**src/rtl/rfvd_pkg.sv**
```systemverilog
// Shared types, codes and lookup functions for the radar frame validate/decode unit.
// No dependencies; every other rtl file refers to this package by scoped names.
package rfvd_pkg;

  localparam int unsigned MaxTargets = 4;
  localparam int unsigned HdrLen     = 8;
  localparam int unsigned IdxW       = 17;
  localparam int unsigned TotalW     = IdxW + 1;

  localparam logic [7:0]  SofByte = 8'h01;
  localparam logic [IdxW-1:0] IdxMax = {IdxW{1'b1}};

  localparam logic [15:0] TypeA13  = 16'h0A13;
  localparam logic [15:0] TypeA14  = 16'h0A14;
  localparam logic [15:0] TypeA15  = 16'h0A15;
  localparam logic [15:0] TypeA16  = 16'h0A16;
  localparam logic [15:0] TypeTgtA = 16'h0A08;
  localparam logic [15:0] TypeTgtB = 16'h0A04;
  localparam logic [15:0] TypeF09  = 16'h0F09;
  localparam logic [15:0] TypeFfff = 16'hFFFF;

  typedef enum logic [3:0] {
    StOk       = 4'd0,
    StShort    = 4'd1,
    StBadStart = 4'd2,
    StLength   = 4'd3,
    StHdrSum   = 4'd4,
    StPaySum   = 4'd5,
    StType     = 4'd6,
    StPayShort = 4'd7,
    StCount    = 4'd8
  } status_e;

  typedef struct packed {
    logic [7:0] frame_byte;
    logic       last_byte;
  } in_item_t;

  typedef struct packed {
    logic [3:0]  status;
    logic [15:0] frame_type;
    logic [15:0] payload_length;
    logic        presence;
    logic [2:0]  clamped_targets;
    logic [31:0] first_word;
    logic [31:0] second_word;
    logic [31:0] good_frames;
    logic [31:0] bad_frames;
  } out_item_t;

  // Per-frame summary handed from the byte front end to the check back end.
  typedef struct packed {
    logic [TotalW-1:0] total;
    logic              start_ok;
    logic              hdr_ok;
    logic              pay_ok;
    logic [15:0]       length;
    logic [15:0]       ftype;
    logic [31:0]       word0;
    logic [31:0]       word1;
  } frame_sum_t;

  typedef struct packed {
    logic       known;
    logic [3:0] need;
  } min_len_t;

  function automatic min_len_t min_payload(input logic [15:0] t);
    min_len_t r;
    r.known = 1'b1;
    case (t)
      TypeA13:  r.need = 4'd12;
      TypeA14:  r.need = 4'd4;
      TypeA15:  r.need = 4'd4;
      TypeA16:  r.need = 4'd8;
      TypeF09:  r.need = 4'd1;
      TypeFfff: r.need = 4'd4;
      TypeTgtA: r.need = 4'd4;
      TypeTgtB: r.need = 4'd4;
      default: begin
        r.known = 1'b0;
        r.need  = 4'd0;
      end
    endcase
    return r;
  endfunction

endpackage

```
**src/rtl/rfvd_front.sv**
```systemverilog
// Byte front end: tracks position, XOR sums and header/payload fields of a frame.
// Depends on rfvd_pkg; pushes one frame summary into the queue at the last byte.
module rfvd_front (
  input  logic                 clk_i,
  input  logic                 rst_ni,
  input  logic                 in_valid_i,
  output logic                 in_ready_o,
  input  rfvd_pkg::in_item_t   in_data_i,
  input  logic                 q_full_i,
  output logic                 push_o,
  output rfvd_pkg::frame_sum_t sum_o
);

  logic [rfvd_pkg::IdxW-1:0] idx_q, idx_d;
  logic [7:0]  hx_q, hx_d, px_q, px_d;
  logic        start_q, start_d, hdr_q, hdr_d, pay_q, pay_d;
  logic [15:0] len_q, len_d, typ_q, typ_d;
  logic [31:0] w0_q, w0_d, w1_q, w1_d;
  logic [7:0]  b;
  logic        last, accept;

  assign in_ready_o = ~q_full_i;
  assign accept     = in_valid_i & in_ready_o;
  assign b          = in_data_i.frame_byte;
  assign last       = in_data_i.last_byte;
  assign push_o     = accept & last;

  always_comb begin
    hx_d    = hx_q;
    px_d    = px_q;
    start_d = start_q;
    hdr_d   = hdr_q;
    pay_d   = pay_q;
    len_d   = len_q;
    typ_d   = typ_q;
    w0_d    = w0_q;
    w1_d    = w1_q;
    idx_d   = (idx_q == rfvd_pkg::IdxMax) ? idx_q : idx_q + 1'b1;
    if (idx_q < rfvd_pkg::IdxW'(rfvd_pkg::HdrLen - 1)) begin
      hx_d = hx_q ^ b;
    end
    case (idx_q)
      17'd0: start_d = (b == rfvd_pkg::SofByte);
      17'd3: len_d[15:8] = b;
      17'd4: len_d[7:0] = b;
      17'd5: typ_d[15:8] = b;
      17'd6: typ_d[7:0] = b;
      17'd7: hdr_d = (~hx_q == b);
      17'd1, 17'd2: ;
      default: begin
        if (last) begin
          pay_d = (~px_q == b);
        end else begin
          px_d = px_q ^ b;
          // payload bytes 0..7 sit at positions 8..15
          if (idx_q < 17'd12) begin
            w0_d[{idx_q[1:0], 3'b000} +: 8] = b;
          end else if (idx_q < 17'd16) begin
            w1_d[{idx_q[1:0], 3'b000} +: 8] = b;
          end
        end
      end
    endcase
  end

  always_comb begin
    sum_o.total    = {1'b0, idx_q} + 1'b1;
    sum_o.start_ok = start_d;
    sum_o.hdr_ok   = hdr_d;
    sum_o.pay_ok   = pay_d;
    sum_o.length   = len_d;
    sum_o.ftype    = typ_d;
    sum_o.word0    = w0_d;
    sum_o.word1    = w1_d;
  end

  always_ff @(posedge clk_i or negedge rst_ni) begin
    if (!rst_ni) begin
      idx_q   <= '0;
      hx_q    <= '0;
      px_q    <= '0;
      start_q <= 1'b0;
      hdr_q   <= 1'b0;
      pay_q   <= 1'b0;
      len_q   <= '0;
      typ_q   <= '0;
      w0_q    <= '0;
      w1_q    <= '0;
    end else if (accept) begin
      if (last) begin
        // clear per-frame state for the next frame
        idx_q   <= '0;
        hx_q    <= '0;
        px_q    <= '0;
        start_q <= 1'b0;
        hdr_q   <= 1'b0;
        pay_q   <= 1'b0;
        len_q   <= '0;
        typ_q   <= '0;
        w0_q    <= '0;
        w1_q    <= '0;
      end else begin
        idx_q   <= idx_d;
        hx_q    <= hx_d;
        px_q    <= px_d;
        start_q <= start_d;
        hdr_q   <= hdr_d;
        pay_q   <= pay_d;
        len_q   <= len_d;
        typ_q   <= typ_d;
        w0_q    <= w0_d;
        w1_q    <= w1_d;
      end
    end
  end

endmodule

```
**src/rtl/rfvd_queue.sv**
```systemverilog
// Two-entry queue of frame summaries between the front end and the check back end.
// Depends on rfvd_pkg for the frame_sum_t entry type.
module rfvd_queue (
  input  logic                 clk_i,
  input  logic                 rst_ni,
  input  logic                 push_i,
  input  rfvd_pkg::frame_sum_t push_data_i,
  output logic                 full_o,
  output logic                 valid_o,
  input  logic                 pop_i,
  output rfvd_pkg::frame_sum_t pop_data_o
);

  rfvd_pkg::frame_sum_t mem_q [2];
  logic       wr_ptr_q, rd_ptr_q;
  logic [1:0] cnt_q;

  assign full_o     = (cnt_q == 2'd2);
  assign valid_o    = (cnt_q != 2'd0);
  assign pop_data_o = mem_q[rd_ptr_q];

  always_ff @(posedge clk_i) begin
    if (push_i) begin
      mem_q[wr_ptr_q] <= push_data_i;
    end
  end

  always_ff @(posedge clk_i or negedge rst_ni) begin
    if (!rst_ni) begin
      wr_ptr_q <= 1'b0;
      rd_ptr_q <= 1'b0;
      cnt_q    <= 2'd0;
    end else begin
      if (push_i) begin
        wr_ptr_q <= ~wr_ptr_q;
      end
      if (pop_i) begin
        rd_ptr_q <= ~rd_ptr_q;
      end
      case ({push_i, pop_i})
        2'b10:   cnt_q <= cnt_q + 2'd1;
        2'b01:   cnt_q <= cnt_q - 2'd1;
        default: cnt_q <= cnt_q;
      endcase
    end
  end

endmodule

```
**src/rtl/rfvd_back.sv**
```systemverilog
// Check back end: ranks the frame checks, clamps the target count, keeps the
// good/bad counters and holds the result in an output register. Uses rfvd_pkg.
module rfvd_back (
  input  logic                 clk_i,
  input  logic                 rst_ni,
  input  logic                 q_valid_i,
  input  rfvd_pkg::frame_sum_t q_data_i,
  output logic                 pop_o,
  output logic                 out_valid_o,
  input  logic                 out_ready_i,
  output rfvd_pkg::out_item_t  out_data_o
);

  rfvd_pkg::min_len_t  ml;
  rfvd_pkg::status_e   st;
  rfvd_pkg::out_item_t res_d, res_q;
  logic        out_valid_q;
  logic [31:0] good_q, bad_q;
  logic [2:0]  tcnt;
  logic        is_tgt;
  logic [15:0] tgt_room;

  assign pop_o = q_valid_i & (~out_valid_q | out_ready_i);

  always_comb begin
    ml       = rfvd_pkg::min_payload(q_data_i.ftype);
    is_tgt   = (q_data_i.ftype == rfvd_pkg::TypeTgtA) ||
               (q_data_i.ftype == rfvd_pkg::TypeTgtB);
    tgt_room = {4'd0, q_data_i.word0[7:0], 4'd0} + 16'd4;
    tcnt     = 3'd0;
    if (q_data_i.total < rfvd_pkg::TotalW'(rfvd_pkg::HdrLen + 1)) begin
      st = rfvd_pkg::StShort;
    end else if (!q_data_i.start_ok) begin
      st = rfvd_pkg::StBadStart;
    end else if (q_data_i.total !=
                 rfvd_pkg::TotalW'(q_data_i.length) +
                 rfvd_pkg::TotalW'(rfvd_pkg::HdrLen + 1)) begin
      st = rfvd_pkg::StLength;
    end else if (!q_data_i.hdr_ok) begin
      st = rfvd_pkg::StHdrSum;
    end else if (!q_data_i.pay_ok) begin
      st = rfvd_pkg::StPaySum;
    end else if (!ml.known) begin
      st = rfvd_pkg::StType;
    end else if (q_data_i.length < {12'd0, ml.need}) begin
      st = rfvd_pkg::StPayShort;
    end else if (is_tgt) begin
      if ((q_data_i.word0[31:8] != 24'd0) || (q_data_i.length < tgt_room)) begin
        st = rfvd_pkg::StCount;
      end else begin
        st = rfvd_pkg::StOk;
        if (q_data_i.word0[7:0] < 8'(rfvd_pkg::MaxTargets)) begin
          tcnt = q_data_i.word0[2:0];
        end else begin
          tcnt = 3'(rfvd_pkg::MaxTargets);
        end
      end
    end else begin
      st = rfvd_pkg::StOk;
    end

    res_d.status          = st;
    res_d.frame_type      = q_data_i.ftype;
    res_d.payload_length  = q_data_i.length;
    res_d.presence        = (q_data_i.word0[7:0] != 8'd0);
    res_d.clamped_targets = tcnt;
    res_d.first_word      = q_data_i.word0;
    res_d.second_word     = q_data_i.word1;
    res_d.good_frames     = (st == rfvd_pkg::StOk) ? good_q + 32'd1 : good_q;
    res_d.bad_frames      = (st == rfvd_pkg::StOk) ? bad_q : bad_q + 32'd1;
  end

  always_ff @(posedge clk_i) begin
    if (pop_o) begin
      res_q <= res_d;
    end
  end

  always_ff @(posedge clk_i or negedge rst_ni) begin
    if (!rst_ni) begin
      out_valid_q <= 1'b0;
      good_q      <= '0;
      bad_q       <= '0;
    end else begin
      if (pop_o) begin
        out_valid_q <= 1'b1;
        good_q      <= res_d.good_frames;
        bad_q       <= res_d.bad_frames;
      end else if (out_ready_i) begin
        out_valid_q <= 1'b0;
      end
    end
  end

  assign out_valid_o = out_valid_q;
  assign out_data_o  = res_q;

endmodule

```
**src/rtl/radar_frame_validate_decode_unit.sv**
```systemverilog
// Top level of the radar frame validate/decode unit: front end, summary queue
// and check back end. Depends on rfvd_pkg, rfvd_front, rfvd_queue, rfvd_back.
//
//   channel | direction | handshake                   | payload
//   --------+-----------+-----------------------------+----------------------------
//   in      | input     | in_valid_i / in_ready_o     | in_data_i  (frame byte, last)
//   out     | output    | out_valid_o / out_ready_i   | out_data_o (one result/frame)
//
// One byte is accepted per cycle while in_ready_o is high.
// A byte with last_byte set has its frame summary written to the queue; the check
// stage then loads the result into the output register that drives out_data_o.
// in_ready_o drops only while the two-entry summary queue is full, which
// happens when the output side has stalled across several consecutive frames.
// Reset (rst_ni low, asynchronous) clears per-frame state, the queue, the
// output valid and the good/bad frame counters.
module radar_frame_validate_decode_unit (
  input  logic                clk_i,
  input  logic                rst_ni,
  input  logic                in_valid_i,
  output logic                in_ready_o,
  input  rfvd_pkg::in_item_t  in_data_i,
  output logic                out_valid_o,
  input  logic                out_ready_i,
  output rfvd_pkg::out_item_t out_data_o
);

  // front end -> queue
  logic                 push;
  rfvd_pkg::frame_sum_t push_sum;
  logic                 q_full;
  // queue -> back end
  logic                 q_valid;
  logic                 pop;
  rfvd_pkg::frame_sum_t pop_sum;

  // Accumulate sums and fields per byte; push a summary at the frame's last byte.
  rfvd_front u_front (
    .clk_i      (clk_i),
    .rst_ni     (rst_ni),
    .in_valid_i (in_valid_i),
    .in_ready_o (in_ready_o),
    .in_data_i  (in_data_i),
    .q_full_i   (q_full),
    .push_o     (push),
    .sum_o      (push_sum)
  );

  // Decouple the byte stream from result delivery.
  rfvd_queue u_queue (
    .clk_i       (clk_i),
    .rst_ni      (rst_ni),
    .push_i      (push),
    .push_data_i (push_sum),
    .full_o      (q_full),
    .valid_o     (q_valid),
    .pop_i       (pop),
    .pop_data_o  (pop_sum)
  );

  // Rank the checks, update counters and hold the result until taken.
  rfvd_back u_back (
    .clk_i       (clk_i),
    .rst_ni      (rst_ni),
    .q_valid_i   (q_valid),
    .q_data_i    (pop_sum),
    .pop_o       (pop),
    .out_valid_o (out_valid_o),
    .out_ready_i (out_ready_i),
    .out_data_o  (out_data_o)
  );

endmodule

```
**config.mk**
```make
export PLATFORM = sky130hd
export DESIGN_NAME = radar_frame_validate_decode_unit
export DESIGN_NICKNAME = d
export VERILOG_FILES = /design/src/rtl/rfvd_pkg.sv /design/src/rtl/rfvd_front.sv /design/src/rtl/rfvd_queue.sv /design/src/rtl/rfvd_back.sv /design/src/rtl/radar_frame_validate_decode_unit.sv
export SDC_FILE = /design/constraint.sdc
export NUM_CORES = 1
export LEC_CHECK = 0
export BUFFER_PORTS_ARGS = -buffer_cell sky130_fd_sc_hd__buf_2
export CORE_MARGIN = 2
export CORE_UTILIZATION = 50
export CTS_BUF_LIST = sky130_fd_sc_hd__clkbuf_4 sky130_fd_sc_hd__clkbuf_8
export DETAILED_ROUTE_END_ITERATION = 6
export PLACE_DENSITY = 0.68
export SETUP_SLACK_MARGIN = 0.02
export SLEW_MARGIN = 25
export SYNTH_ARGS = -nofsm -noshare
export SYNTH_HDL_FRONTEND = slang
export SYNTH_SLANG_ARGS = --single-unit
export TNS_END_PERCENT = 5
```
**constraint.sdc**
```tcl
create_clock -name clk_i -period 20.2 [get_ports clk_i]
set_clock_uncertainty 0.2 [all_clocks]
set_input_delay 6.06 -clock clk_i [delete_from_list [all_inputs] [get_ports clk_i]]
set_output_delay 6.06 -clock clk_i [all_outputs]
set_load 0.02 [all_outputs]
```
# Word level (Yosys, flattened, before mapping)
# Memories as Yosys holds them, arrays and structs flattened.
# Index checks and enable logic that the tools add are counted.
# op_classes
add_sub_neg	9
n_lt_le_gt_ge	7
eq_ne	25
shifts	2
muxes	49
n_bitwise	18
reduce_logical	18
# ops
operator	count
$mux 32	11
$eq 16x12->1 const B	7
$eq 17x3->1 const B	4
$add 32x1->32 const B	2
$bwmux 32	2
$mux 8	8
$mux 4	9
$eq 17x2->1 const B	2
$mux 17	2
$mux 16	2
$shift 8x7->32 const A	1
$shiftx 8x7->32	1
$reduce_bool 24->1	1
$add 17x1->18 const B	1
$lt 18x4->1 const B	1
$ne 18x18->1	1
$add 16x4->17 const B	1
$add 17x1->17 const B	1
$eq 17x1->1 const B	1
$eq 17x17->1 const B	1
$logic_not 17->1	1
$lt 17x3->1 const B	1
$lt 17x4->1 const B	1
$lt 17x5->1 const B	1
other kinds (32)	65
# word_totals
ff_bits	369
mem_bits_rw	234
out_inout_bits	170
mem_count	1
# memory_table
name	words	word_bits	rd	rd_ports_with_merged_regs	wr	line	text
u_queue.mem_q	2	117	1	0	1	rfvd_queue.sv:14	rfvd_pkg::frame_sum_t mem_q [2];

# Depth between registers and ports, before layout
# An unclocked memory read counts as a cell.
# depth
word_depth	15
ltp_mapped	20
depth_no_buf	16

# Modules after synthesis
# Synthesis repeated with hierarchy kept, for this count alone.
# hier_totals
cells_unflattened	2103
area_unflattened_um2	27383.8
# by_module_without_submodules
mod	instances	cells_each	area_per_inst_um2	seq_area_each_um2
rfvd_back	1	824	10510.1	6671.4
rfvd_queue	1	380	8695.8	7126.8
rfvd_front	1	899	8177.8	3303.2

# Least setup slack after synthesis
# OpenSTA, ideal clock, no wires.
# synth_path
path_type	input -> register
from	input port out_ready_i
to	register u_queue.cnt_q[1]
arrival_time_ps	12427
required_ps	19921
setup_slack_ps	7493
stages	7
path_buffers	1
path_cell_list	nand2b_1 -> o21ai_1 -> inv_1 -> clkbuf_1 -> ha_1 -> nor2_1 -> xor2_1
# synth_via
elab_chain_len	4
word_cells_on_any_way	6
# synth_rtl
item	line	text
start: declaration	radar_frame_validate_decode_unit.sv:23	input logic out_ready_i,
$or 1x1->1 *	rfvd_back.sv:23	assign pop_o = q_valid_i & (~out_valid_q | out_ready_i);
$and 1x1->1 *	rfvd_back.sv:23	
net pop	radar_frame_validate_decode_unit.sv:33	logic pop;
$eq 2x1->1 or $eq 2x2->1 (tied branches)	rfvd_queue.sv:40	case ({push_i, pop_i})
$pmux 2 s2 or $reduce_bool 2->1 (tied branches)	--	
end signal: assignment	rfvd_queue.sv:41	2'b10: cnt_q <= cnt_q + 2'd1;
end signal: assignment	rfvd_queue.sv:42	2'b01: cnt_q <= cnt_q - 2'd1;
end signal: assignment	rfvd_queue.sv:43	default: cnt_q <= cnt_q;
end: declaration	rfvd_queue.sv:16	logic [1:0] cnt_q;
# The timed path passes the listed nets; every way through them passes the cells marked *.
# A chain may end at the register's enable or synchronous reset.

# Final worst setup path
# layout_path
from	input port in_data_i[0] in the netlist's numbering
to	memory u_queue.mem_q[0][56] in the netlist's numbering, enable pin
# layout_via
elab_chain_len	3
# layout_rtl
item	line	text
start: declaration	radar_frame_validate_decode_unit.sv:21	input rfvd_pkg::in_item_t in_data_i,
$and 1x1->1	rfvd_front.sv:26	assign push_o = accept & last;
$mux 1	rfvd_queue.sv:23	if (push_i) begin
$mux 1 (not written as such)	rfvd_queue.sv:24	mem_q[wr_ptr_q] <= push_data_i;
end: declaration	rfvd_queue.sv:14	
# No other way between the ends.

==> results.yml <==
status:
  run_status: "completed"
placed_design:
  post-place-ws_ns: 10.83
  hpwl_um: 40700
  portBuffers: 182
  placed_area_sq_um: 28300
  gp_congestion: 0.879
  place_inst: 2906
clocking:
  cts_root_buffer: "clkbuf_8"
  post-cts-setup-buffers: 0
  cts_tree: "yes"
  cts.sinks: 603
  clk_path_buf_depth: 3
  cts_buffers: 96
  insertion_delay_ns: 0.70
  hold_buffers: 0
  clkTransAtPathRegs_ns: 0.06
  htree_levels: 3
  ctsResizeCount: 0
timing:
  worstMarginPinSlew_ns: 1.01
  finalSetupViolCount: 0
  min_period_ns: 8.64
  finalHoldViolations: 0
  drv_slew: 0
  setup_tns_ns: 0
  setup_ws_ns: 11.57
  max_slew_margin_pct: 32.6
  post-route-period-util_pct: 42.7
  rsz0062_at_grt: "false"
  fmax_mhz: 116
  whs_ns: 0.283
logic_synthesis:
  synth_edf_count: 402
  ys_warn_count: 0
  synth_fp_nets: 2151
  synth_top_area_share_pct: 45.2
  yosysTopAreaCell: "edfxtp_1"
  ys_seq_area_share_pct: 64.1
  synthArstFlopShare_pct: 33.3
  ys_types: 74
  syn_area_per_cell_sq_um: 12.6
  ys_ff_latch: 603
  syn_inst: 2117
  syn-cell-area_sq_um: 26700
  synth_ff_type: "edfxtp_1"
  synthTopCellsByArea: "edfxtp_1 (45%), dfrtp_1 (19%), mux2_2 (4.9%), nand2_1 (4.0%), xor2_1 (3.5%)"
power_and_ir_drop:
  powerDensity_nw_per_um2: 130
  power_leakage_nw: 12.1
  pwr-share-seq_pct: 45.0
  clockPowerShare_pct: 29.0
  p_int_mw: 2.63
  finalPower_mw: 3.96
  netSwitchingFraction_pct: 33.5
  worst_ir_drop_vdd_mv: 0.0771
  power_switching_mw: 1.32
  pwr-share-comb_pct: 26.1
die:
  rows: 84
  die-area_sq_um: 55300
  core_sq_um: 52700
  start_util_pct: 50.7
  ios: 183
  dieHeight_um: 235
  die_w_um: 235
finish:
  n_antenna_cell: 0
  final_cell_area_sq_um: 30400
  area_delta_synth_final_pct: 14.0
  final-instance-count-excl-fill: 3086
  fin_nets: 2350
  final_util_pct: 57.8
  layout-drive-gt1-share_pct: 21.8
  fillCellCount: 4199
hold_path:
  hold_path.class: "flop to flop"
  min_from: "u_front.w1_q[10]"
  hold_depth: 2
global_route:
  grtUsageTotal_pct: 22.1
  gr-total-overflow: 0
  first_global_vias: 17500
  grt_start_max_net_pins: 128
  grt_pass1_wl_um: 96700
  antenna_found_initial: 1
critical_path:
  end_kind: "flop"
  crit_cells: 5
  arrival_ns: 8.73
  critPathLaunchType: "primary input"
  setup.worst_path.class: "primary input to flop"
  cp-startpoint: "in_data_i[0]"
  crit_required_ns: 20.30
  cpPeakStageDelay_ns: 0.85
  cp_num_buf_inv: 3
  r2r-start: "u_queue.rd_ptr_q"
  crit_slowest_cell: "nor2_4"
  reg2regPathDepth: 12
  crit_path_cell_trace: "buf_2, buf_4, nand2_1, nor2_4, buf_6"
  crit_fanout: 84
  crit_family: "buffers and inverters"
detailed_routing:
  drt-initial-drc-count: 1447
  drtAntennaViolNets: 0
  wl_per_cell_um: 20.1
  dr.pass1.iters: 7
  vias_per_cell: 5.70
  vias: 17600
  drc_errors: 0
  routed_wl_um: 62100
run:
  maxCapViolCount: 0
==> worst reg2reg max path, delay by kind of cell (launching register included) <==
family          cells  cell delay, ns
flops               1            0.76
simple gates        5            2.73
compound gates      3            0.86
buf+inv             1            0.59
fa+ha+maj           1            0.21
xor+xnor            1            0.14
mux                 1            0.32
==> kinds of logic (layout without fill, tap and decap cells) <==
group,after synthesis,in the layout,synth area share (%)
AO/OA/AOI/OAI,358,358,8.60
AND/OR/NAND/NOR,664,664,11.9
buffers and inverters,128,409,1.94
flip-flops,603,603,64.1
XOR/XNOR,196,196,6.46
adder cells (fa/ha/maj),21,21,0.984
multiplexers,147,147,6.06
==> routing by layer <==
layer,vias up,part of all wire (%),global-route usage [%],routed length [um]
met2,616,47,35.5,29400
met5,-,0.026,0,16
li1,8186,-,-,-
met3,127,6.0,4.26,3750
met1,8657,43,29.6,26900
met4,2,3.1,8.98,1910
==> cell usage after synthesis, types with 5 or more instances <==
cell type / n
o21ai_1: 5
nor2_1: 92
a21boi_0: 65
ha_1: 21
nand4_1: 27
nand3_1: 74
nor4_1: 45
clkbuf_1: 78
mux2i_1: 30
or2_2: 7
and3_1: 30
inv_1: 27
buf_2: 9
nor3b_1: 7
a22o_1: 45
edfxtp_1: 402
or3_1: 5
buf_1: 8
a21oi_1: 12
a31oi_1: 6
dfrtp_1: 201
xor2_1: 106
nor3_1: 51
mux2_2: 116
nor4_2: 5
nand2_1: 284
xnor2_1: 89
o21ai_0: 183
nor4b_1: 5
==> path summary, 6_finish.rpt <==
kind | to | slack (ns)
setup / recovery | u_queue.mem_q[0][56] | 11.57
hold / removal | u_front.w1_q[10] | 0.28
setup reg to reg | u_back.good_q[22] | 14.26
hold reg to reg | u_front.w1_q[10] | 0.28
max in group asynchronous | u_queue.rd_ptr_q | 12.63
min in group asynchronous | u_back.good_q[14] | 5.16
==> layout make-up <==
class | instances | area, sq um | area share (%)
sequential | 603 | 17100 | 56.2
multi-input combinational | 1386 | 9150 | 30.0
clock buffer | 122 | 1530 | 5.02
timing repair buffer | 201 | 1070 | 3.53
tap | 688 | 861 | 2.83
clock inverter | 58 | 608 | 2.00
inverter | 28 | 113 | 0.370
==> cells in the final DEF, fill, tap and decap left out, drive strengths merged, types with 21 or more instances in the layout <==
cell and n:
edfxtp 402, nand2 284, dfrtp 201, buf 200, o21ai 188, clkbuf 123
mux2 117, xor2 106, nor2 92, xnor2 90, nand3 75, a21boi 65
nor3 51, nor4 50, a22o 45, clkinv 36, inv 32, mux2i 30
and3 30, nand4 28, ha 21
==> sequential cells by signal (all words and copies together), names as in the netlist <==
register / count
u_front.hdr_q: 1
u_front.len_q: 16
u_queue.cnt_q: 2
u_back.out_data_o: 168
u_front.hx_q: 8
u_back.out_valid_o: 1
u_front.start_q: 1
u_front.px_q: 8
u_queue.rd_ptr_q: 1
u_queue.mem_q: 234
u_front.pay_q: 1
u_front.w0_q: 32
u_front.typ_q: 16
u_back.bad_q: 32
u_front.idx_q: 17
u_front.w1_q: 32
u_back.good_q: 32
u_queue.wr_ptr_q: 1
==> power groups by stage <==
stage | Combinational (mW) | Sequential [mW] | Clock [mW]
after floorplan | 0.554 | 1.95 | 0
after global routing | 1.11 | 1.80 | 1.22
after CTS | 1.04 | 1.78 | 1.17
after detailed placement | 1.03 | 1.80 | 0
after global placement | 1.01 | 1.79 | 0
final | 1.03 | 1.78 | 1.15
No activity file was read; power rests on OpenSTA's default activity.
